## config.mk

```make
export PLATFORM = sky130hd
export DESIGN_NAME = ikl_sqrt
export DESIGN_NICKNAME = d
export VERILOG_FILES = /design/src/sv/two_link_leg_inverse_kinematics_assert.svh /design/src/sv/ikl_sqrt.sv
export SDC_FILE = /design/constraint.sdc
export NUM_CORES = 1
export LEC_CHECK = 0
export ABC_CLOCK_PERIOD_IN_PS = 4800
export BUFFER_PORTS_ARGS = -buffer_cell sky130_fd_sc_hd__buf_2
export CAP_MARGIN = 20
export CORE_MARGIN = 2
export CORE_UTILIZATION = 40
export CTS_CLUSTER_DIAMETER = 150
export CTS_CLUSTER_SIZE = 10
export DETAILED_ROUTE_END_ITERATION = 10
export GPL_ROUTABILITY_DRIVEN = 0
export GPL_TIMING_DRIVEN = 0
export HOLD_SLACK_MARGIN = 0.1
export SLEW_MARGIN = 10
export SYNTH_ARGS = -nofsm -noshare
export SYNTH_HDL_FRONTEND = slang
export SYNTH_SLANG_ARGS = --single-unit
```

## constraint.sdc

```tcl
create_clock -name clk_i -period 4.8 [get_ports clk_i]
set_input_delay 0.24 -clock clk_i [delete_from_list [all_inputs] [get_ports clk_i]]
set_output_delay 0.24 -clock clk_i [all_outputs]
set_load 0.05 [all_outputs]
```

## src/sv/two_link_leg_inverse_kinematics_assert.svh

```systemverilog
// Assertion macros for the two-link leg inverse kinematics block
`ifndef TWO_LINK_LEG_INVERSE_KINEMATICS_ASSERT_SVH
`define TWO_LINK_LEG_INVERSE_KINEMATICS_ASSERT_SVH
`ifndef SYNTHESIS
`define IKL_ASSERT(lbl, prop) \
  lbl: assert property (@(posedge clk_i) disable iff (!rst_ni) (prop)) \
    else $error("ikl assertion failed");
`define IKL_ASSERT_NEXT(lbl, ante, cons) \
  lbl: assert property (@(posedge clk_i) disable iff (!rst_ni) (ante) |=> (cons)) \
    else $error("ikl assertion failed");
`else
`define IKL_ASSERT(lbl, prop)
`define IKL_ASSERT_NEXT(lbl, ante, cons)
`endif
`endif

```

## src/sv/ikl_sqrt.sv

```systemverilog
// Pipelined integer square root, one result bit per cell
module ikl_sqrt #(
  parameter int unsigned W = 30
) (
  input  logic             clk_i,
  input  logic             en_i,
  input  logic [W-1:0]     d_i,
  output logic [W/2-1:0]   root_o
);
  localparam int unsigned N = W / 2;
  localparam int unsigned RW = N + 4;

  logic [W-1:0]  v_q    [N];
  logic [RW-1:0] rem_q  [N];
  logic [N-1:0]  root_q [N];

  for (genvar g = 0; g < N; g++) begin : g_cell
    logic [W-1:0]  v_in;
    logic [RW-1:0] rem_in, rem_sh, trial, rem_d;
    logic [N-1:0]  root_in;
    logic          ge;

    if (g == 0) begin : g_first
      assign v_in    = d_i;
      assign rem_in  = '0;
      assign root_in = '0;
    end else begin : g_next
      assign v_in    = v_q[g-1];
      assign rem_in  = rem_q[g-1];
      assign root_in = root_q[g-1];
    end

    assign rem_sh = {rem_in[RW-3:0], v_in[W-1:W-2]};
    assign trial  = {2'b00, root_in, 2'b01};
    assign ge     = (rem_sh >= trial);
    assign rem_d  = ge ? (rem_sh - trial) : rem_sh;

    always_ff @(posedge clk_i) begin
      if (en_i) begin
        v_q[g]    <= {v_in[W-3:0], 2'b00};
        rem_q[g]  <= rem_d;
        root_q[g] <= {root_in[N-2:0], ge};
      end
    end
  end

  assign root_o = root_q[N-1];
endmodule

```

Word level (Yosys, flattened, before mapping) --
Memories as Yosys holds them, arrays and structs flattened. Index checks and enable logic that the tools add are counted.
Cells by class: $add $sub $neg 15, order comparisons 15, muxes and demuxes 17
Operators with widths (number):
- $mux W19 | 15
- $ge A19 B17 Y1 | 14
- $sub A19 B17 Y19 | 14
- $sub A2 B1 Y3 const B | 1
- $ge A2 B1 Y1 const B | 1
- $mux W1 | 2
Storage, ports and cells: bits in registers 0, RAM bits 930, input port bits 32, logic and storage cells 50, memories 3
Memory list:
- v_q | words 15, width 28, rd ports 14, clocked after memory_dff 0, write ports 15, RTL line ikl_sqrt.sv:13 | logic [W-1:0] v_q [N];
- rem_q | words 15, width 19, rd ports 14, clocked after memory_dff 0, write ports 15, RTL line ikl_sqrt.sv:14 | logic [RW-1:0] rem_q [N];
- root_q | words 15, width 15, rd ports 15, clocked after memory_dff 0, write ports 15, RTL line ikl_sqrt.sv:15 | logic [N-1:0] root_q [N];

Depth between registers and ports, before layout --
An unclocked memory read counts as a cell.
depth after elaboration 3, mapped depth 11, mapped depth without buffers 10

Worst setup path before layout --
OpenSTA, ideal clock, no wires.
path kind flip-flop to flip-flop, from mem rem_q[1][76] (netlist bit), to mem rem_q[1][100] (netlist bit) (data pin), library setup time 0.260 ns, data arrival time 2.476 ns, slack 2.064 ns, cell stages (with the launch flop) 9, buffers on the path 1, cell sequence edfxtp_1 -> ha_1 -> or3_1 -> o221a_2 -> a21oi_1 -> a21oi_1 -> a311oi_1 -> buf_2 -> mux2_2
RTL lines (RTL line):
- from (decl) | ikl_sqrt.sv:14

==> flow_metrics.env <==
export IMPL_placementRows=92
export IMPL_power_density_nw_per_um2=411
export IMPL_yosysUniqueCellTypes=66
export IMPL_synth_edf_count=550
export IMPL_grt_pass1_wl_mm=73.5
export IMPL_netlist_area_um2=25400
export IMPL_relSlewSlack_pct=37.9
export IMPL_n_antenna_cell=0
export IMPL_period_share_pct=71.7
export IMPL_fmax_mhz=290
export IMPL_ys_seq_elements=550
export IMPL_synth_fa_ha_area_share_pct=6.66
export IMPL_syn_inst=1927
export IMPL_synth_nets=2094
export IMPL_fp_dieH_um=256
export IMPL_synth_warning_count=0
export IMPL_power_mw=11.8
export IMPL_skew_ns=0.0521
export IMPL_crit_type="reg -> reg"
export IMPL_critPathRequiredTime_ns=5.13
export IMPL_remaining_drc_errors=0
export IMPL_fin_nets=2239
export IMPL_drt_wirelength_per_cell_um=15.2
export IMPL_postRouteAntennaNets=0
export IMPL_cts_root_buf="clkbuf_16"
export IMPL_first_pass_iters=5
export IMPL_critPathArrivalTime_ns=3.77
export IMPL_cts_path_max_buffers=3
export IMPL_start_util_pct=40.3
export IMPL_synth_compound_area_share_pct=8.93
export IMPL_p_leak_nw=10.9
export IMPL_drv_slew=0
export IMPL_core_um2=62900
export IMPL_mostFrequentLayoutCells="edfxtp_1, inv_1, nor2_1"
export IMPL_synth_main_ff_cell="edfxtp_1"
export IMPL_status="completed"
export IMPL_cts_buffers=60
export IMPL_antenna_found_initial=0
export IMPL_grt_max_degree=118
export IMPL_fp_dieW_um=256
export IMPL_io_pins=47
export IMPL_grt_usage_pct=13.5
export IMPL_tightest_slew_ns=0.919
export IMPL_ys_seq_area_share_pct=65.1
export IMPL_yosys_area_share_simple_pct=10.1
export IMPL_path_max_fanout=10
export IMPL_ctsResizeCount=0
export IMPL_layout_commonest_cell="edfxtp_1"
export IMPL_maxCapViolCount=0
export IMPL_hpwl_mm=31.6
export IMPL_via_count=15000
export IMPL_finalSetupViolCount=0
export IMPL_synthMuxAreaShare_pct=1.20
export IMPL_avgSynthCellArea_um2=13.2
export IMPL_die_area_um2=65400
export IMPL_htreeDepth=2
export IMPL_grt_overflow=0
export IMPL_drt_initial_drc_count=1127
export IMPL_worst_hold_slack_ns=0.327
export IMPL_cp_end_kind="register"
export IMPL_synthXorXnorAreaFrac_pct=4.94
export IMPL_area_growth_pct=13.2
export IMPL_portBuffers=46
export IMPL_synthArstFlopShare_pct=0
export IMPL_rsz0062_at_grt="false"
export IMPL_critical_path_startpoint_type="register"
export IMPL_hp_class="in -> reg"
export IMPL_ir_drop_mv=0.288
export IMPL_synth_top_family_by_area="simple AND/OR/NAND/NOR gates"
export IMPL_vias_per_cell=5.12
export IMPL_clock_latency_ns=0.63
export IMPL_fin_crit_ns=3.44
export IMPL_final_util_pct=45.7
export IMPL_cts_tree="built"
export IMPL_drt_wl_total_mm=44.5
export IMPL_clk_pin_slew_ns=0.06
export IMPL_drive_above_1_share_pct=7.72
export IMPL_clock_sinks=550
export IMPL_hold_violations=0
export IMPL_grt_pass1_vias=14800
## sequential cells by signal, indices dropped and copies added (netlist names)
| signal | cells |
|---|---|
| rem_q | 220 |
| root_q | 120 |
| v_q | 210 |
## Yosys cell counts, types with 5 or more instances
cell type | count | area (µm²)
and2_1 | 10 | 62.6
o21a_1 | 41 | 308
nor3_1 | 48 | 240
o21ai_0 | 116 | 581
ha_1 | 135 | 1690
nand3_1 | 32 | 160
edfxtp_1 | 550 | 16500
nor4b_1 | 5 | 43.8
nand2_1 | 102 | 383
o31ai_1 | 13 | 97.6
inv_1 | 174 | 653
nand2b_1 | 23 | 144
clkbuf_1 | 18 | 67.6
mux2i_1 | 9 | 90.1
xor2_1 | 87 | 762
a21oi_1 | 91 | 455
o211ai_1 | 7 | 52.6
or3_1 | 23 | 144
o21bai_1 | 8 | 60.1
and3_1 | 11 | 68.8
o31a_1 | 8 | 70.1
nor2_1 | 139 | 522
or4_1 | 15 | 113
mux2_2 | 19 | 214
xnor2_1 | 56 | 490
nand4_1 | 16 | 100
or2_2 | 10 | 62.6
nor3b_1 | 8 | 60.1
nor4_1 | 28 | 175
o41ai_1 | 5 | 43.8
nor2b_1 | 23 | 144
a21boi_0 | 5 | 37.5
a211oi_1 | 10 | 75.1
a21o_1 | 23 | 173
## per-stage QoR
| stage | worst slack, ns | instances | area, µm² | setup TNS, ns |
|---|---|---|---|---|
| 3_3_place_gp | -4.57 | 2819 | 26600 | -2463.92 |
| 5_1_grt | 1.12 | 2919 | 28700 | 0 |
| 6_report | 1.36 | 2919 | 28700 | 0 |
| 4_1_cts | 1.39 | 2919 | 28700 | 0 |
| 3_5_place_dp | 1.40 | 2824 | 26800 | 0 |
| 2_1_floorplan | 2.06 | 1927 | 25400 | 0 |
## worst max-delay path, stage by stage, from the launching register on
cell and delay, ns:
edfxtp_1 0.40, ha_1 0.37, o21a_1 0.15, nor4_1 0.38, o31a_1 0.36, nor2_1 0.07, a21oi_1 0.68, clkbuf_1 0.47
o21ai_0 0.27
## path summary, 6_finish.rpt
path,start,endpoint,slack (ns),cells past startpoint
hold reg to reg,v_q[0][42]$_DFFE_PP_,v_q[0][72]$_DFFE_PP_,0.40,0
setup / recovery,rem_q[1][19]$_DFFE_PP_,rem_q[1][46]$_DFFE_PP_,1.36,8
hold / removal,d_i[20],v_q[0][20]$_DFFE_PP_,0.33,2
setup reg to reg,rem_q[1][19]$_DFFE_PP_,rem_q[1][46]$_DFFE_PP_,1.36,8
## report_power, final
part	switching (mW)	leakage (nW)	internal [mW]
registers	0.270	5.27	5.91
clock network	1.70	0.772	2.20
logic	0.974	4.84	0.732
total	2.95	10.9	8.84
## final cells by class
class / instances / area [µm²]
fill: 5620 / 34200
sequential: 550 / 16500
multi-input combinational: 1179 / 8080
clock buffer: 60 / 1500
tap: 846 / 1060
timing repair buffer: 83 / 698
inverter: 174 / 653
buffer: 24 / 111
clock inverter: 3 / 80.1
## layer usage
| layer | part of all wire (%) | vias to the layer above | wire [µm] | track usage (%) |
|---|---|---|---|---|
| met5 | 0 | - | 0 | 0 |
| met4 | 2.2 | 0 | 973 | 4.40 |
| met3 | 4.5 | 75 | 2000 | 2.45 |
| met2 | 47 | 345 | 20800 | 22.3 |
| met1 | 46 | 7167 | 20700 | 18.1 |
| li1 | - | 7369 | - | - |
## repair_timing
item / CTS / global route
endpoints found under the hold margin: 64 / 0
hold buffers: 32 / 0
setup buffers: 0 / 0
## kinds of logic after synthesis
group	after synthesis
and+or+nand+nor	508
AOI/OAI and AO/OA	364
buffers and inverters	198
xor gates and xnor gates	143
other	1
adders and majority gates	135
DFF	550
muxes	28
(Power assumes the default switching activity.)
