[src/sv/two_link_leg_inverse_kinematics_assert.svh]
// Assertion macros for the two-link leg inverse kinematics block
`ifndef TWO_LINK_LEG_INVERSE_KINEMATICS_ASSERT_SVH
`define TWO_LINK_LEG_INVERSE_KINEMATICS_ASSERT_SVH
`ifndef SYNTHESIS
`define IKL_ASSERT(lbl, prop) \
  lbl: assert property (@(posedge clk_i) disable iff (!rst_ni) (prop)) \
    else $error("ikl assertion failed");
`define IKL_ASSERT_NEXT(lbl, ante, cons) \
  lbl: assert property (@(posedge clk_i) disable iff (!rst_ni) (ante) |=> (cons)) \
    else $error("ikl assertion failed");
`else
`define IKL_ASSERT(lbl, prop)
`define IKL_ASSERT_NEXT(lbl, ante, cons)
`endif
`endif

[src/sv/ikl_pkg.sv]
// Shared constants and types of the leg inverse kinematics datapath
package ikl_pkg;
  localparam int unsigned LW = 14;
  localparam int unsigned SQW = 2 * LW;
  localparam int unsigned SQRT_W = 30;
  localparam int unsigned SQRT_LAT = SQRT_W / 2;
  localparam int unsigned NUMW = 31;
  localparam int unsigned DENW = 30;
  localparam int unsigned QFW = 14;
  localparam int unsigned DIV_LAT = QFW + 2;
  localparam int unsigned CW = 35;
  localparam int unsigned AW = 20;
  localparam int unsigned ITERS = 16;
  localparam int unsigned CORDIC_LAT = ITERS + 1;
  localparam logic signed [AW-1:0] ANG_PI = 20'sd205887;
  localparam logic signed [AW-1:0] ANG_HALF_PI = 20'sd102944;
  localparam logic signed [AW-1:0] ATAN_TAB [ITERS] = '{
    20'sd51472, 20'sd30385, 20'sd16055, 20'sd8150, 20'sd4091, 20'sd2047,
    20'sd1024, 20'sd512, 20'sd256, 20'sd128, 20'sd64, 20'sd32, 20'sd16,
    20'sd8, 20'sd4, 20'sd2
  };
  localparam logic [LW-1:0] THIGH_RST = 14'd3424;
  localparam logic [LW-1:0] SHANK_RST = 14'd3195;
  localparam logic [LW-1:0] MIN_RST = 14'd983;
  localparam logic [LW-1:0] MAX_RST = 14'd6226;

  typedef enum logic [1:0] {
    REG_THIGH = 2'd0,
    REG_SHANK = 2'd1,
    REG_MIN   = 2'd2,
    REG_MAX   = 2'd3
  } reg_idx_e;

  typedef enum logic [1:0] {
    RSEL_ROOT = 2'd0,
    RSEL_MAX  = 2'd1,
    RSEL_MIN  = 2'd2
  } rsel_e;
endpackage

[src/sv/ikl_cordic.sv]
// Pipelined vectoring CORDIC atan2, one rotation per cell
module ikl_cordic (
  input  logic                         clk_i,
  input  logic                         en_i,
  input  logic signed [16:0]           y_i,
  input  logic signed [16:0]           x_i,
  output logic signed [ikl_pkg::AW-1:0] ang_o
);
  localparam int unsigned CW = ikl_pkg::CW;
  localparam int unsigned N  = ikl_pkg::ITERS;

  logic signed [CW-1:0]          x_q   [N+1];
  logic signed [CW-1:0]          y_q   [N+1];
  logic signed [ikl_pkg::AW-1:0] acc_q [N+1];
  logic [N:0]                    zero_q;

  logic signed [CW-1:0] xe, ye;

  assign xe = {{2{x_i[16]}}, x_i, 16'h0000};
  assign ye = {{2{y_i[16]}}, y_i, 16'h0000};

  always_ff @(posedge clk_i) begin
    if (en_i) begin
      zero_q[0] <= (x_i == '0) && (y_i == '0);
      if (x_i[16]) begin
        if (!y_i[16]) begin
          x_q[0]   <= ye;
          y_q[0]   <= -xe;
          acc_q[0] <= ikl_pkg::ANG_HALF_PI;
        end else begin
          x_q[0]   <= -ye;
          y_q[0]   <= xe;
          acc_q[0] <= -ikl_pkg::ANG_HALF_PI;
        end
      end else begin
        x_q[0]   <= xe;
        y_q[0]   <= ye;
        acc_q[0] <= '0;
      end
    end
  end

  for (genvar g = 1; g <= N; g++) begin : g_cell
    logic signed [CW-1:0] xs, ys;
    logic                 pos;

    assign xs  = x_q[g-1] >>> (g - 1);
    assign ys  = y_q[g-1] >>> (g - 1);
    assign pos = (y_q[g-1] > 0);

    always_ff @(posedge clk_i) begin
      if (en_i) begin
        zero_q[g] <= zero_q[g-1];
        if (pos) begin
          x_q[g]   <= x_q[g-1] + ys;
          y_q[g]   <= y_q[g-1] - xs;
          acc_q[g] <= acc_q[g-1] + ikl_pkg::ATAN_TAB[g-1];
        end else begin
          x_q[g]   <= x_q[g-1] - ys;
          y_q[g]   <= y_q[g-1] + xs;
          acc_q[g] <= acc_q[g-1] - ikl_pkg::ATAN_TAB[g-1];
        end
      end
    end
  end

  assign ang_o = zero_q[N] ? '0 : acc_q[N];
endmodule

[config.mk]
export PLATFORM = sky130hd
export DESIGN_NAME = ikl_cordic
export DESIGN_NICKNAME = d
export VERILOG_FILES = /design/src/sv/two_link_leg_inverse_kinematics_assert.svh /design/src/sv/ikl_pkg.sv /design/src/sv/ikl_cordic.sv
export SDC_FILE = /design/constraint.sdc
export NUM_CORES = 2
export LEC_CHECK = 0
export BUFFER_PORTS_ARGS = -buffer_cell sky130_fd_sc_hd__buf_2
export CAP_MARGIN = 20
export CORE_ASPECT_RATIO = 2
export CORE_MARGIN = 2
export CORE_UTILIZATION = 30
export DETAILED_ROUTE_END_ITERATION = 8
export GPL_TIMING_DRIVEN = 0
export PLACE_DENSITY_LB_ADDON = 0.3
export RECOVER_POWER = 50
export SLEW_MARGIN = 5
export SYNTH_ARGS = -nofsm -noshare
export SYNTH_HDL_FRONTEND = slang
export SYNTH_SLANG_ARGS = --single-unit
[constraint.sdc]
create_clock -name clk_i -period 6.65 [get_ports clk_i]
set_input_delay 1.33 -clock clk_i [delete_from_list [all_inputs] [get_ports clk_i]]
set_output_delay 1.33 -clock clk_i [all_outputs]
set_load 0.03 [all_outputs]
# Word-level counts from Yosys, hierarchy flattened
# Memories as Yosys holds them, arrays and structs flattened.
# Cells that the tools add are included.
dict set report classes {
  n_addsub 97
  magnitude_cmp 16
  mux 162
  bitwise 54
  reduce_logical 3
}
# operator count
set op_table {}
lappend op_table {{35-bit two-way mux} 36}
lappend op_table {{35-bit by 1-bit greater-than comparator with 1-bit output (second input constant)} 16}
lappend op_table {{20-bit two-way mux} 19}
lappend op_table {{1-bit two-way mux} 107}
lappend op_table {{35-bit by 20-bit adder with 35-bit output} 2}
lappend op_table {{35-bit by 21-bit adder with 35-bit output} 2}
lappend op_table {{35-bit by 22-bit adder with 35-bit output} 2}
lappend op_table {{35-bit by 23-bit adder with 35-bit output} 2}
lappend op_table {{35-bit by 24-bit adder with 35-bit output} 2}
lappend op_table {{35-bit by 25-bit adder with 35-bit output} 2}
lappend op_table {{35-bit by 26-bit adder with 35-bit output} 2}
lappend op_table {{35-bit by 27-bit adder with 35-bit output} 2}
lappend op_table {{35-bit by 28-bit adder with 35-bit output} 2}
lappend op_table {{35-bit by 29-bit adder with 35-bit output} 2}
lappend op_table {{35-bit by 30-bit adder with 35-bit output} 2}
lappend op_table {{35-bit by 31-bit adder with 35-bit output} 2}
lappend op_table {{35-bit by 32-bit adder with 35-bit output} 2}
lappend op_table {{35-bit by 33-bit adder with 35-bit output} 2}
lappend op_table {{35-bit by 34-bit adder with 35-bit output} 2}
lappend op_table {{33-bit negator with 35-bit output} 2}
lappend op_table {{35-bit by 20-bit subtractor with 35-bit output} 2}
lappend op_table {{35-bit by 21-bit subtractor with 35-bit output} 2}
lappend op_table {{35-bit by 22-bit subtractor with 35-bit output} 2}
lappend op_table {{35-bit by 23-bit subtractor with 35-bit output} 2}
lappend op_table {{other kinds (46)} 114}
dict set report totals {
  reg_bits 17
  ramBits 1530
  mem_count 3
}
# memory words word_bits rd rd_clocked_by_memory_dff wr line
set memory_table {}
lappend memory_table {x_q 17 35 16 0 17 ikl_cordic.sv:12} ;# logic signed [CW-1:0] x_q [N+1];
lappend memory_table {y_q 17 35 16 0 17 ikl_cordic.sv:13} ;# logic signed [CW-1:0] y_q [N+1];
lappend memory_table {acc_q 17 20 17 0 17 ikl_cordic.sv:14} ;# logic signed [ikl_pkg::AW-1:0] acc_q [N+1];

# Longest topological paths before layout
dict set report depth {
  depth_word 6
  ltp_mapped 26
}

# Worst setup path after synthesis
# Ideal clock, no wire load.
dict set report synth_path {
  path_kind {reg-to-reg}
  startpoint {memory y_q[9][11]}
  endpoint {memory x_q[10][32], data pin}
  setup_time_ps 265
  t_arrival_ps 6350
  required_ps 6385
  setup_slack_ps 35
  stages_incl_launch_ff 24
  n_path_buf 2
  period_less_slack_ps 6615
  path_cell_list {edfxtp_1 or4_1 or4_1 nor4_1 and3b_1 nand2_1 nor2_1 o21ai_1 inv_1 clkbuf_1 buf_1 mux2i_1 fa_1 a21o_1 a21oi_1 o21a_1 nor2_1 o21a_1 o41a_1 a211o_1 a221oi_1 nor2b_1 o21ai_0 xor2_1}
}
# item line
set synth_lines {}
lappend synth_lines {{start, declared} ikl_cordic.sv:13}
lappend synth_lines {{end, declared} ikl_cordic.sv:12}

==> results_dict.tcl <==
set metrics [dict create \
    dieArea_mm2 0.339 \
    worstMarginPinSlew_ps 1200 \
    cpLargestDelayFamily "simple AND/OR/NAND/NOR gates" \
    hold_start "zero_q[14]" \
    layout_setup_ws_ps -170 \
    netlist.area_leader.share_pct 36.8 \
    async_flop_share_pct 0 \
    io_pins 56 \
    ys_warn_count 0 \
    arrival_ps 7400 \
    grt_use_met2_pct 41.9 \
    worst_slew_margin_rel_pct 19.1 \
    cpMostUsedCell "or4_4" \
    r2r-end "y_q[7][33]" \
    drc 0 \
    syn-num-nets 11518 \
    cap_viol_max_count 0 \
    drtPass1Iterations 8 \
    ys_seq_elements 1228 \
    syn_area_per_cell_um2 9.68 \
    grt_max_degree 69 \
    final_cell_area_mm2 0.115 \
    yosys.area.top_type "edfxtp_1" \
    clk_latency_ps 880 \
    via_per_inst 5.21 \
    cts_max_level 4 \
    r2r_cells 24 \
    antenna_found_initial 9 \
    grt_usage_pct 20.3 \
    clockRootBuffer "clkbuf_16" \
    reg2reg_slack_ps -170 \
    critPathKind "reg2reg" \
    critPathLaunch "y_q[6][15]" \
    slowest_stage "or4_4" \
    placed_area_mm2 0.107 \
    top_usage_layer "met2" \
    synth.area.top_cells "edfxtp_1 (37%), ha_1 (14%), xnor2_1 (8.7%)" \
    synth_ff_type "edfxtp_1" \
    finalSetupViolations 6 \
    grt_pass1_wl_um 506000 \
    period_share_pct 103 \
    gr-usage-met1_pct 12.7 \
    whs_path_depth 0 \
    reg2reg_from "y_q[6][15]" \
    syn_inst 10340 \
    hold_viol 0 \
    synthTopCellsByCount "edfxtp_1 (1228), ha_1 (1105), xnor2_1 (994)" \
    syn2layout_area_growth_pct 15.2 \
    path_max_fanout 6 \
    path_clk_slew_ps 60 \
    drive_above_1_share_pct 8.88 \
    fin_crit_ps 6820 \
    status "finished with violations" \
    synth_area_mm2 0.100 \
    wl_per_cell_um 22.9 \
    slowest_delay_ps 600 \
    grt_pass1_vias 82765 \
    final_antenna_net_count 0 \
    violations "setup timing" \
    cts-buffers-inserted 148 \
    crit_buf_inv 3 \
    max_freq_ghz 0.147 \
    ys_seq_area_share_pct 36.8 \
    synth_edf_count 1228 \
    yosysMostFrequentCell "edfxtp_1" \
    portBuffers 53 \
    cts_buffer_depth 4 \
    num_vias 79442 \
    worstPathRequired_ps 7230 \
    fin_nets 11939 \
    crit_path_cell_trace "or4_4 > or3_4 > or4_4 > or4_4 > or4_4 > nor3_4 > o21ai_4 > buf_6 > buf_12 > buf_12 > o21ai_2 > ha_2 > fa_2 > a21oi_4 > o211ai_1 > nand3_2 > a21oi_4 > o311ai_4 > a32oi_4 > a31oi_4 > o211a_1 > o31ai_2 > a21oi_2 > xnor2_1" \
    grt-ovfl-total 0 \
    rows 300 \
    die_h_um 821 \
    clock_sink_count 1228 \
    fp.dieW_um 412 \
    finalCoreUtilization_pct 34.6 \
    rsz0062_at_grt "yes" \
    drt-initial-drc-count 3619 \
    wl_um 350000 \
    fin_worst_skew_ps 83.5 \
    initial_core_util_pct 30.1 \
    hp-class "reg2reg" \
    hpwl_um 287000 \
    holdPathEnd "zero_q[15]" \
    met3_usage_pct 3.05 \
    cts_tree "done" \
    gp_congestion 1.05 \
    end_kind "register" \
    report.final.slew_viol_count 0 \
    start_kind "register" \
    ys_types 90 \
    core_area_mm2 0.333 \
]
==> per-stage QoR <==
step	worst slack [ps]	instances	hold WS, ps	setup TNS (ps)
2_1_floorplan	34.9	10340	400	0
3_3_place_gp	-6830	14772	402	-8549160
3_5_place_dp	-4280	14816	405	-1245540
4_1_cts	-201	15198	413	-282
5_1_grt	-313	15251	421	-1760
6_report	-170	15253	391	-675
==> what timing repair did <==
| item | CTS | global route |
|---|---|---|
| resized for setup | 442 | 186 |
| endpoints found under the hold margin | 0 | 0 |
| setup buffers | 134 | 49 |
| hold buffers | 0 | 0 |
| endpoints found under the setup margin | 649 | 151 |
| cloned | 2 | 0 |
| pin swaps | 91 | 76 |
==> sequential cells by signal (all words and copies together) (netlist names) <==
name	flops
x_q	430
y_q	481
acc_q	300
zero_q	17
==> metal layers <==
layer	up-vias	routed length, um
li1	39054	-
met1	37141	86800
met2	1839	200000
met3	1408	10900
met4	0	52300
met5	-	0
==> kinds of logic (layout without fill, tap and decap cells) <==
group	Yosys count	count (layout)	synth area share, %
flops	1228	1228	36.8
mux	51	51	0.543
other cells	1	8	0.00375
compound gates	2929	2929	18.6
simple gates	2751	2751	13.2
fa+ha+maj	1142	1142	14.6
buf+inv	671	1198	2.53
xor+xnor	1567	1567	13.7
==> layout by cell type (no fill, tap or decap), drive strengths merged, types with 18 or more instances in the layout <==
cell type,count
and3,84
buf,314
mux2i,28
nand2,614
o21ai,636
nor2b,141
xnor2,995
nand3b,18
nand2b,155
a21o,424
mux2,23
edfxtp,1228
o211ai,33
or2,35
nor4,105
xor2,572
a41oi,19
or4,61
nand3,183
a211oi,88
o41ai,89
clkbuf,307
nor2,856
o31ai,159
ha,1105
a2111oi,18
o21bai,115
fa,37
and2,42
a21boi,52
clkinv,67
a211o,19
o21a,135
nor3,264
inv,495
or3,89
a31oi,69
nand4,48
a21oi,886
==> final cells by class <==
type                    count  area, um2
diodes                      7       17.5
plain buffers             165       1070
clock buffers             173       3860
clock inverters            83        616
fillers                 33772     218000
inverters                 494       1900
multi-input cells        8441      63000
flip-flops and latches   1228      36900
well taps                4379       5480
repair buffers            283       2450
==> worst max-delay path by stage <==
stage,to,depth (start not counted)
6_report,y_q[7][33],24
5_1_grt,x_q[7][34],25
4_1_cts,x_q[8][34],24
3_5_place_dp,x_q[8][34],23
3_3_place_gp,acc_q[16][19],20
2_1_floorplan,x_q[10][32],23
Power is left out: the tool's default activity adds up to more than one toggle a clock period on the data nets, which glitch-free logic cannot reach.
