## src/sv/two_link_leg_inverse_kinematics_assert.svh

```systemverilog
// Assertion macros for the two-link leg inverse kinematics block
`ifndef TWO_LINK_LEG_INVERSE_KINEMATICS_ASSERT_SVH
`define TWO_LINK_LEG_INVERSE_KINEMATICS_ASSERT_SVH
`ifndef SYNTHESIS
`define IKL_ASSERT(lbl, prop) \
  lbl: assert property (@(posedge clk_i) disable iff (!rst_ni) (prop)) \
    else $error("ikl assertion failed");
`define IKL_ASSERT_NEXT(lbl, ante, cons) \
  lbl: assert property (@(posedge clk_i) disable iff (!rst_ni) (ante) |=> (cons)) \
    else $error("ikl assertion failed");
`else
`define IKL_ASSERT(lbl, prop)
`define IKL_ASSERT_NEXT(lbl, ante, cons)
`endif
`endif

```

## src/sv/ikl_pkg.sv

```systemverilog
// Shared constants and types of the leg inverse kinematics datapath
package ikl_pkg;
  localparam int unsigned LW = 14;
  localparam int unsigned SQW = 2 * LW;
  localparam int unsigned SQRT_W = 30;
  localparam int unsigned SQRT_LAT = SQRT_W / 2;
  localparam int unsigned NUMW = 31;
  localparam int unsigned DENW = 30;
  localparam int unsigned QFW = 14;
  localparam int unsigned DIV_LAT = QFW + 2;
  localparam int unsigned CW = 35;
  localparam int unsigned AW = 20;
  localparam int unsigned ITERS = 16;
  localparam int unsigned CORDIC_LAT = ITERS + 1;
  localparam logic signed [AW-1:0] ANG_PI = 20'sd205887;
  localparam logic signed [AW-1:0] ANG_HALF_PI = 20'sd102944;
  localparam logic signed [AW-1:0] ATAN_TAB [ITERS] = '{
    20'sd51472, 20'sd30385, 20'sd16055, 20'sd8150, 20'sd4091, 20'sd2047,
    20'sd1024, 20'sd512, 20'sd256, 20'sd128, 20'sd64, 20'sd32, 20'sd16,
    20'sd8, 20'sd4, 20'sd2
  };
  localparam logic [LW-1:0] THIGH_RST = 14'd3424;
  localparam logic [LW-1:0] SHANK_RST = 14'd3195;
  localparam logic [LW-1:0] MIN_RST = 14'd983;
  localparam logic [LW-1:0] MAX_RST = 14'd6226;

  typedef enum logic [1:0] {
    REG_THIGH = 2'd0,
    REG_SHANK = 2'd1,
    REG_MIN   = 2'd2,
    REG_MAX   = 2'd3
  } reg_idx_e;

  typedef enum logic [1:0] {
    RSEL_ROOT = 2'd0,
    RSEL_MAX  = 2'd1,
    RSEL_MIN  = 2'd2
  } rsel_e;
endpackage

```

## src/sv/ikl_div.sv

```systemverilog
// Pipelined Q14 cosine divider with saturation, one quotient bit per cell
module ikl_div (
  input  logic                          clk_i,
  input  logic                          en_i,
  input  logic signed [ikl_pkg::NUMW-1:0] num_i,
  input  logic [ikl_pkg::DENW-1:0]      den_i,
  output logic signed [15:0]            q_o
);
  localparam int unsigned DW = ikl_pkg::DENW;
  localparam int unsigned QF = ikl_pkg::QFW;

  logic [DW:0]   rem_q  [QF+1];
  logic [DW-1:0] den_q  [QF+1];
  logic [QF-1:0] quo_q  [QF+1];
  logic [QF:0]   sat_q, zero_q, neg_q;
  logic signed [15:0] q_q;

  logic [ikl_pkg::NUMW-1:0] mag_full;
  logic [DW-1:0]            mag;

  assign mag_full = num_i[ikl_pkg::NUMW-1] ? (-num_i) : num_i;
  assign mag      = mag_full[DW-1:0];

  always_ff @(posedge clk_i) begin
    if (en_i) begin
      rem_q[0]  <= {1'b0, mag};
      den_q[0]  <= den_i;
      quo_q[0]  <= '0;
      sat_q[0]  <= (mag >= den_i);
      zero_q[0] <= (mag == '0);
      neg_q[0]  <= num_i[ikl_pkg::NUMW-1];
    end
  end

  for (genvar g = 1; g <= QF; g++) begin : g_cell
    logic [DW:0] rem_sh;
    logic        ge;

    assign rem_sh = {rem_q[g-1][DW-1:0], 1'b0};
    assign ge     = (rem_sh >= {1'b0, den_q[g-1]});

    always_ff @(posedge clk_i) begin
      if (en_i) begin
        rem_q[g]  <= ge ? (rem_sh - {1'b0, den_q[g-1]}) : rem_sh;
        den_q[g]  <= den_q[g-1];
        quo_q[g]  <= {quo_q[g-1][QF-2:0], ge};
        sat_q[g]  <= sat_q[g-1];
        zero_q[g] <= zero_q[g-1];
        neg_q[g]  <= neg_q[g-1];
      end
    end
  end

  logic [15:0] qmag;

  always_comb begin
    if (sat_q[QF]) begin
      qmag = zero_q[QF] ? 16'd0 : 16'd16384;
    end else begin
      qmag = {2'b00, quo_q[QF]};
    end
  end

  always_ff @(posedge clk_i) begin
    if (en_i) begin
      q_q <= neg_q[QF] ? (-$signed(qmag)) : $signed(qmag);
    end
  end

  assign q_o = q_q;
endmodule

```

## config.mk

```make
export PLATFORM = sky130hd
export DESIGN_NAME = ikl_div
export DESIGN_NICKNAME = d
export VERILOG_FILES = /design/src/sv/two_link_leg_inverse_kinematics_assert.svh /design/src/sv/ikl_pkg.sv /design/src/sv/ikl_div.sv
export SDC_FILE = /design/constraint.sdc
export NUM_CORES = 2
export LEC_CHECK = 0
export ABC_CLOCK_PERIOD_IN_PS = 8200
export BUFFER_PORTS_ARGS = -buffer_cell sky130_fd_sc_hd__buf_2
export CORE_MARGIN = 1.5
export CORE_UTILIZATION = 55
export CTS_CLUSTER_SIZE = 40
export DETAILED_ROUTE_END_ITERATION = 8
export GPL_TIMING_DRIVEN = 0
export PLACE_DENSITY = 0.79
export SYNTH_ARGS = -nofsm -noshare
export SYNTH_HDL_FRONTEND = slang
export SYNTH_SLANG_ARGS = --single-unit
export TNS_END_PERCENT = 30
```

## constraint.sdc

```tcl
create_clock -name clk_i -period 8.2 [get_ports clk_i]
set_input_delay 1.23 -clock clk_i [delete_from_list [all_inputs] [get_ports clk_i]]
set_output_delay 1.23 -clock clk_i [all_outputs]
set_load 0.03 [all_outputs]
```

Yosys cells after proc, flatten, opt, wreduce, memory -nomap -nowiden --
Memories as Yosys holds them, arrays and structs flattened. Cells that the tools add are included.
Word-level totals: output and inout port bits 16, word-level logic and storage cells 101, bits in writable memories 1125, flip-flop bits (word level) 61, input bits 63, memories 3
Operators by class: magnitude comparators 15, reductions and logical operators 1, $add $sub $neg 16, muxes and demuxes 20
Memory list:
- rem_q | depth 15, bits a word 31, rd ports 14, clocked after Yosys merged registers in 0, write ports 15, RTL line ikl_div.sv:12 | logic [DW:0] rem_q [QF+1];
- den_q | depth 15, bits a word 30, rd ports 14, clocked after Yosys merged registers in 0, write ports 15, RTL line ikl_div.sv:13 | logic [DW-1:0] den_q [QF+1];
- quo_q | depth 15, bits a word 14, rd ports 15, clocked after Yosys merged registers in 0, write ports 15, RTL line ikl_div.sv:14 | logic [QF-1:0] quo_q [QF+1];
Operators by type and width (number):
- $ge 31x30->1 | 14
- $mux 31 | 14
- $sub 31x30->31 | 14
- $ge 30x30->1 | 1
- $logic_not 30->1 | 1
- $mux 15 | 2
- $mux 30 | 1
- $neg 30->30 | 1
- $mux 16 | 1
- $neg 16->16 | 1
- $mux 1 | 2

Longest topological paths before layout --
word-level depth 4, depth in mapped cells 17, gate-level depth less buffers 17

Worst setup path after synthesis --
OpenSTA, ideal clock, no wires.
path kind input-to-reg, from input port num_i[1] in the netlist's numbering, to register zero_q[0] (data pin), stages on the path 11, path buffers 2, path slack 3.305 ns, arrival 4.719 ns, path through or3_1 > clkbuf_1 > or4_4 > buf_6 > o41ai_4 > xnor2_1 > or4_1 > or4_1 > or4_1 > or4_1 > nor4_1
On the way: cells in the longest elaborated chain, start to end 3
RTL lines:
- from (decl) | RTL line ikl_div.sv:5 | input logic signed [ikl_pkg::NUMW-1:0] num_i,
- $neg 30->30 | RTL line ikl_div.sv:21 | assign mag_full = num_i[ikl_pkg::NUMW-1] ? (-num_i) : num_i;
- $mux 30 | RTL line ikl_div.sv:21
- via mag_full, one bit | RTL line ikl_div.sv:18 | logic [ikl_pkg::NUMW-1:0] mag_full;
- $logic_not 30->1 | RTL line ikl_div.sv:30 | zero_q[0] <= (mag == '0);
- to (signal assigned) | RTL line ikl_div.sv:30
- to (decl) | RTL line ikl_div.sv:15 | logic [QF:0] sat_q, zero_q, neg_q;
The timed path passes the listed nets, and every way through them passes these cells. A chain may end at the register's enable or synchronous reset.

==> impl_metrics.csv <==
group,metric,value,unit
routing,drc_errors,0,
clock_network,cts_resized,0,
timing,max_freq,192,MHz
final_layout,layout-drive-gt1-share,6.92,%
final_layout,finalCoreUtilization,61.0,%
flow_run,maxCapViolations,0,
grt,first_global_vias,39500,
synth,synth_ff_type,"edfxtp_1",
synth,synthCells,5213,
power_and_ir_drop,total_power,23.9,mW
run_status,outcome,"finished, final reports clean",
clock_network,root_buffer,"clkbuf_16",
clock_network,numCtsBuffers,105,
power_and_ir_drop,powerDensity,378,nW/um2
timing,final_max_slew_viol_count,0,
power_and_ir_drop,power_frac_clock,19.3,%
grt,grt-ovfl-total,0,
timing,fin_skew,29.2,ps
min_path,hp-class,"flop to flop",
place,io_buffers,78,
power_and_ir_drop,p_sw,9.22,mW
final_layout,ff_latch_area,30200,um2
critical_path,critPathLaunchType,"flop",
floorplan,rows,118,
power_and_ir_drop,vdd_drop_max,0.223,mV
place,globalplace.congestion,0.966,
routing,dr.pass1.iters,8,
final_layout,stdcell_count,6873,
clock_network,clkTransAtPathRegs,60,ps
timing,hold_viol,0,
clock_network,post_cts_buffers,0,
synth,synth-edff-count,1006,
timing,slew_headroom,21.4,%
power_and_ir_drop,combinationalPowerShare,45.7,%
grt,grtUsageTotal,24.3,%
clock_network,clock_latency,700,ps
routing,routed_via_density,5.84,
routing,drt-total-wl,131,mm
min_path,holdCritStartpoint,"quo_q[1][44]",
floorplan,io_pins,79,
final_layout,diodes,0,
timing,fin_crit,5220,ps
synth,ys_seq_area_share,52.6,%
critical_path,worstPathRequired,8600,ps
final_layout,layout.nets,5934,
routing,vias,40100,
critical_path,arrival,5620,ps
timing,finalCritPeriodShare,63.7,%
grt,antenna_found_initial,3,
power_and_ir_drop,p_seq_share,35.0,%
routing,routedWlPerCell,19.0,um
timing,rsz0062_at_grt,"no",
floorplan,die-height,326,um
final_layout,syn2layout_area_growth,9.92,%
routing,drt_iter0_drc,2957,
critical_path,path_class,"flop to flop",
routing,ant_nets,0,
floorplan,dieArea,106000,um2
clock_network,cts_tree,"built",
critical_path,cp-end-kind,"flop",
final_layout,multi_input_area,24700,um2
critical_path,r2r_cells,12,
critical_path,r2r_start,"rem_q[0][33]",
clock_network,cts_hold_buffers,0,
synth,syn_area_per_cell,11.0,um2
synth,async_reset_ff_share,0,%
critical_path,worstPathMaxFanout,10,
floorplan,initial_utilization,55.5,%
clock_network,htreeDepth,3,
grt,grt_max_degree,137,
grt,grt_pass1_wl,205,mm
critical_path,startpoint,"rem_q[0][33]",
synth,synth-seq-cells,1006,
final_layout,nFillCells,7984,
place,dpl.cell_count,6680,
timing,finalSetupViolCount,0,
synth,ys_types,73,
synth,yosysWarnings,0,
clock_network,cts.sinks,1006,
floorplan,die_x,326,um
power_and_ir_drop,p_leak,25.9,nW
synth,syn_nets,5740,
place,dp_hpwl,100,mm
clock_network,cts_max_path_buffers,3,
synth,syn_area,57400,um2
power_and_ir_drop,internal-power,14.6,mW
min_path,hold_depth,0,
timing,tightest_slew,1160,ps
floorplan,core_area,103000,um2
power_and_ir_drop,p_sw_share,38.6,%
## stage by stage
stage	instance area, um2	hold slack, ps	setup TNS [ps]	setup WS (ps)
2_1_floorplan	57400	400	0	3300
3_3_place_gp	59600	400	-8902840	-9070
3_5_place_dp	59800	405	0	2690
4_1_cts	63100	414	0	3130
5_1_grt	63100	423	0	2850
6_report	63100	414	0	2980
## cell families after synthesis
logic type                 count (synthesis)  share of synthesized area, %
AOI/OAI and AO/OA                       1419                          15.3
xor gates and xnor gates                 359                          5.47
adders and majority gates                464                          10.3
buffers and inverters                    673                          4.41
DFF                                     1006                          52.6
muxes                                    108                          2.10
and+or+nand+nor                         1184                          9.86
## cells in the final DEF, fill, tap and decap left out, types with 16 or more instances in the layout
master and n:
and3_1 31, a21oi_1 458, or2_2 17, a21o_1 207, clkinv_1 20, o21bai_1 46, o21ai_0 354, edfxtp_1 1006
nor2_1 349, or3_1 27, nand3_1 75, nand2_1 335, xnor2_1 217, o211ai_1 27, mux2_2 100, inv_1 549
nand4_1 65, nor2b_1 77, nor3_1 50, clkinv_2 19, ha_1 451, and2_1 26, o21a_1 67, and4_1 16
a211oi_1 41, a31oi_1 48, nand2b_1 58, clkbuf_16 105, buf_2 78, xor2_1 142, a31o_2 17, o31ai_1 27
clkbuf_1 140
## routing by layer
| layer | vias to the layer above | GRT usage (%) | wire length, um | share of wire [%] |
|---|---|---|---|---|
| met5 | - | 0 | 40 | 0.031 |
| met4 | 6 | 14.0 | 8140 | 6.2 |
| met3 | 373 | 3.31 | 6140 | 4.7 |
| met2 | 1287 | 44.4 | 67400 | 51 |
| met1 | 19000 | 26.9 | 49200 | 38 |
| li1 | 19400 | - | - | - |
## power by group through the flow
stage | clock network [mW] | registers (mW) | logic (mW)
global placement | 0 | 8.56 | 10.4
floorplan | 0 | 8.07 | 8.03
CTS | 4.67 | 8.35 | 10.8
detailed placement | 0 | 8.44 | 10.6
finish | 4.60 | 8.36 | 10.9
global route | 4.86 | 8.46 | 12.0
## sequential cells by signal (all words and copies together) (netlist names)
name and cells:
den_q 420, sat_q 15, q_o 16, quo_q 105, zero_q 15, neg_q 15, rem_q 420
## cell type report
class / instances / area share [%]
plain buffers: 124 / 0.751
clock buffers: 131 / 4.32
clock inverters: 62 / 0.951
inverters: 549 / 3.26
multi-input cells: 3534 / 39.1
flip-flops and latches: 1006 / 47.8
well taps: 1380 / 2.73
repair buffers: 87 / 1.03
## final timing paths
check,to,slack [ps]
setup / recovery,rem_q[0][90],2980
hold / removal,quo_q[1][59],410
setup reg to reg,rem_q[0][90],2980
hold reg to reg,quo_q[1][59],410
## synthesized netlist by cell type, types with 11 or more instances
library cell,n,area [um2]
o21a_1,67,503
xnor2_1,217,1900
or3_1,27,169
nand3b_1,12,90.1
nand2_1,335,1260
and4_1,16,140
nor2b_1,77,482
and2_1,26,163
nand2b_1,58,363
o31a_1,13,114
fa_1,13,260
o41ai_1,11,96.3
ha_1,451,5640
o211ai_1,27,203
nand3_1,75,375
mux2_2,100,1130
nor4_1,13,81.3
a31oi_1,48,300
a21o_1,207,1550
o31ai_1,27,203
a21boi_0,13,97.6
nand4_1,65,407
or4_1,12,90.1
o21ai_0,354,1770
inv_1,549,2060
a31o_2,17,149
a211oi_1,41,308
o21bai_1,46,345
or2_2,17,106
xor2_1,142,1240
nor3_1,50,250
a21oi_1,458,2290
clkbuf_1,114,428
and3_1,31,194
nor2_1,349,1310
edfxtp_1,1006,30200
## critical path, cell delays in order, from the launching register on
cell and delay [ps]:
edfxtp_1 410, ha_1 400, nand3_1 140, o21bai_1 220, a31oi_1 450, a21oi_1 240, o22ai_1 360, o21ai_0 200
a21o_1 220, o21bai_1 720, clkbuf_1 740, buf_1 640, a21oi_1 160
Power figures use the tool's default switching activity.
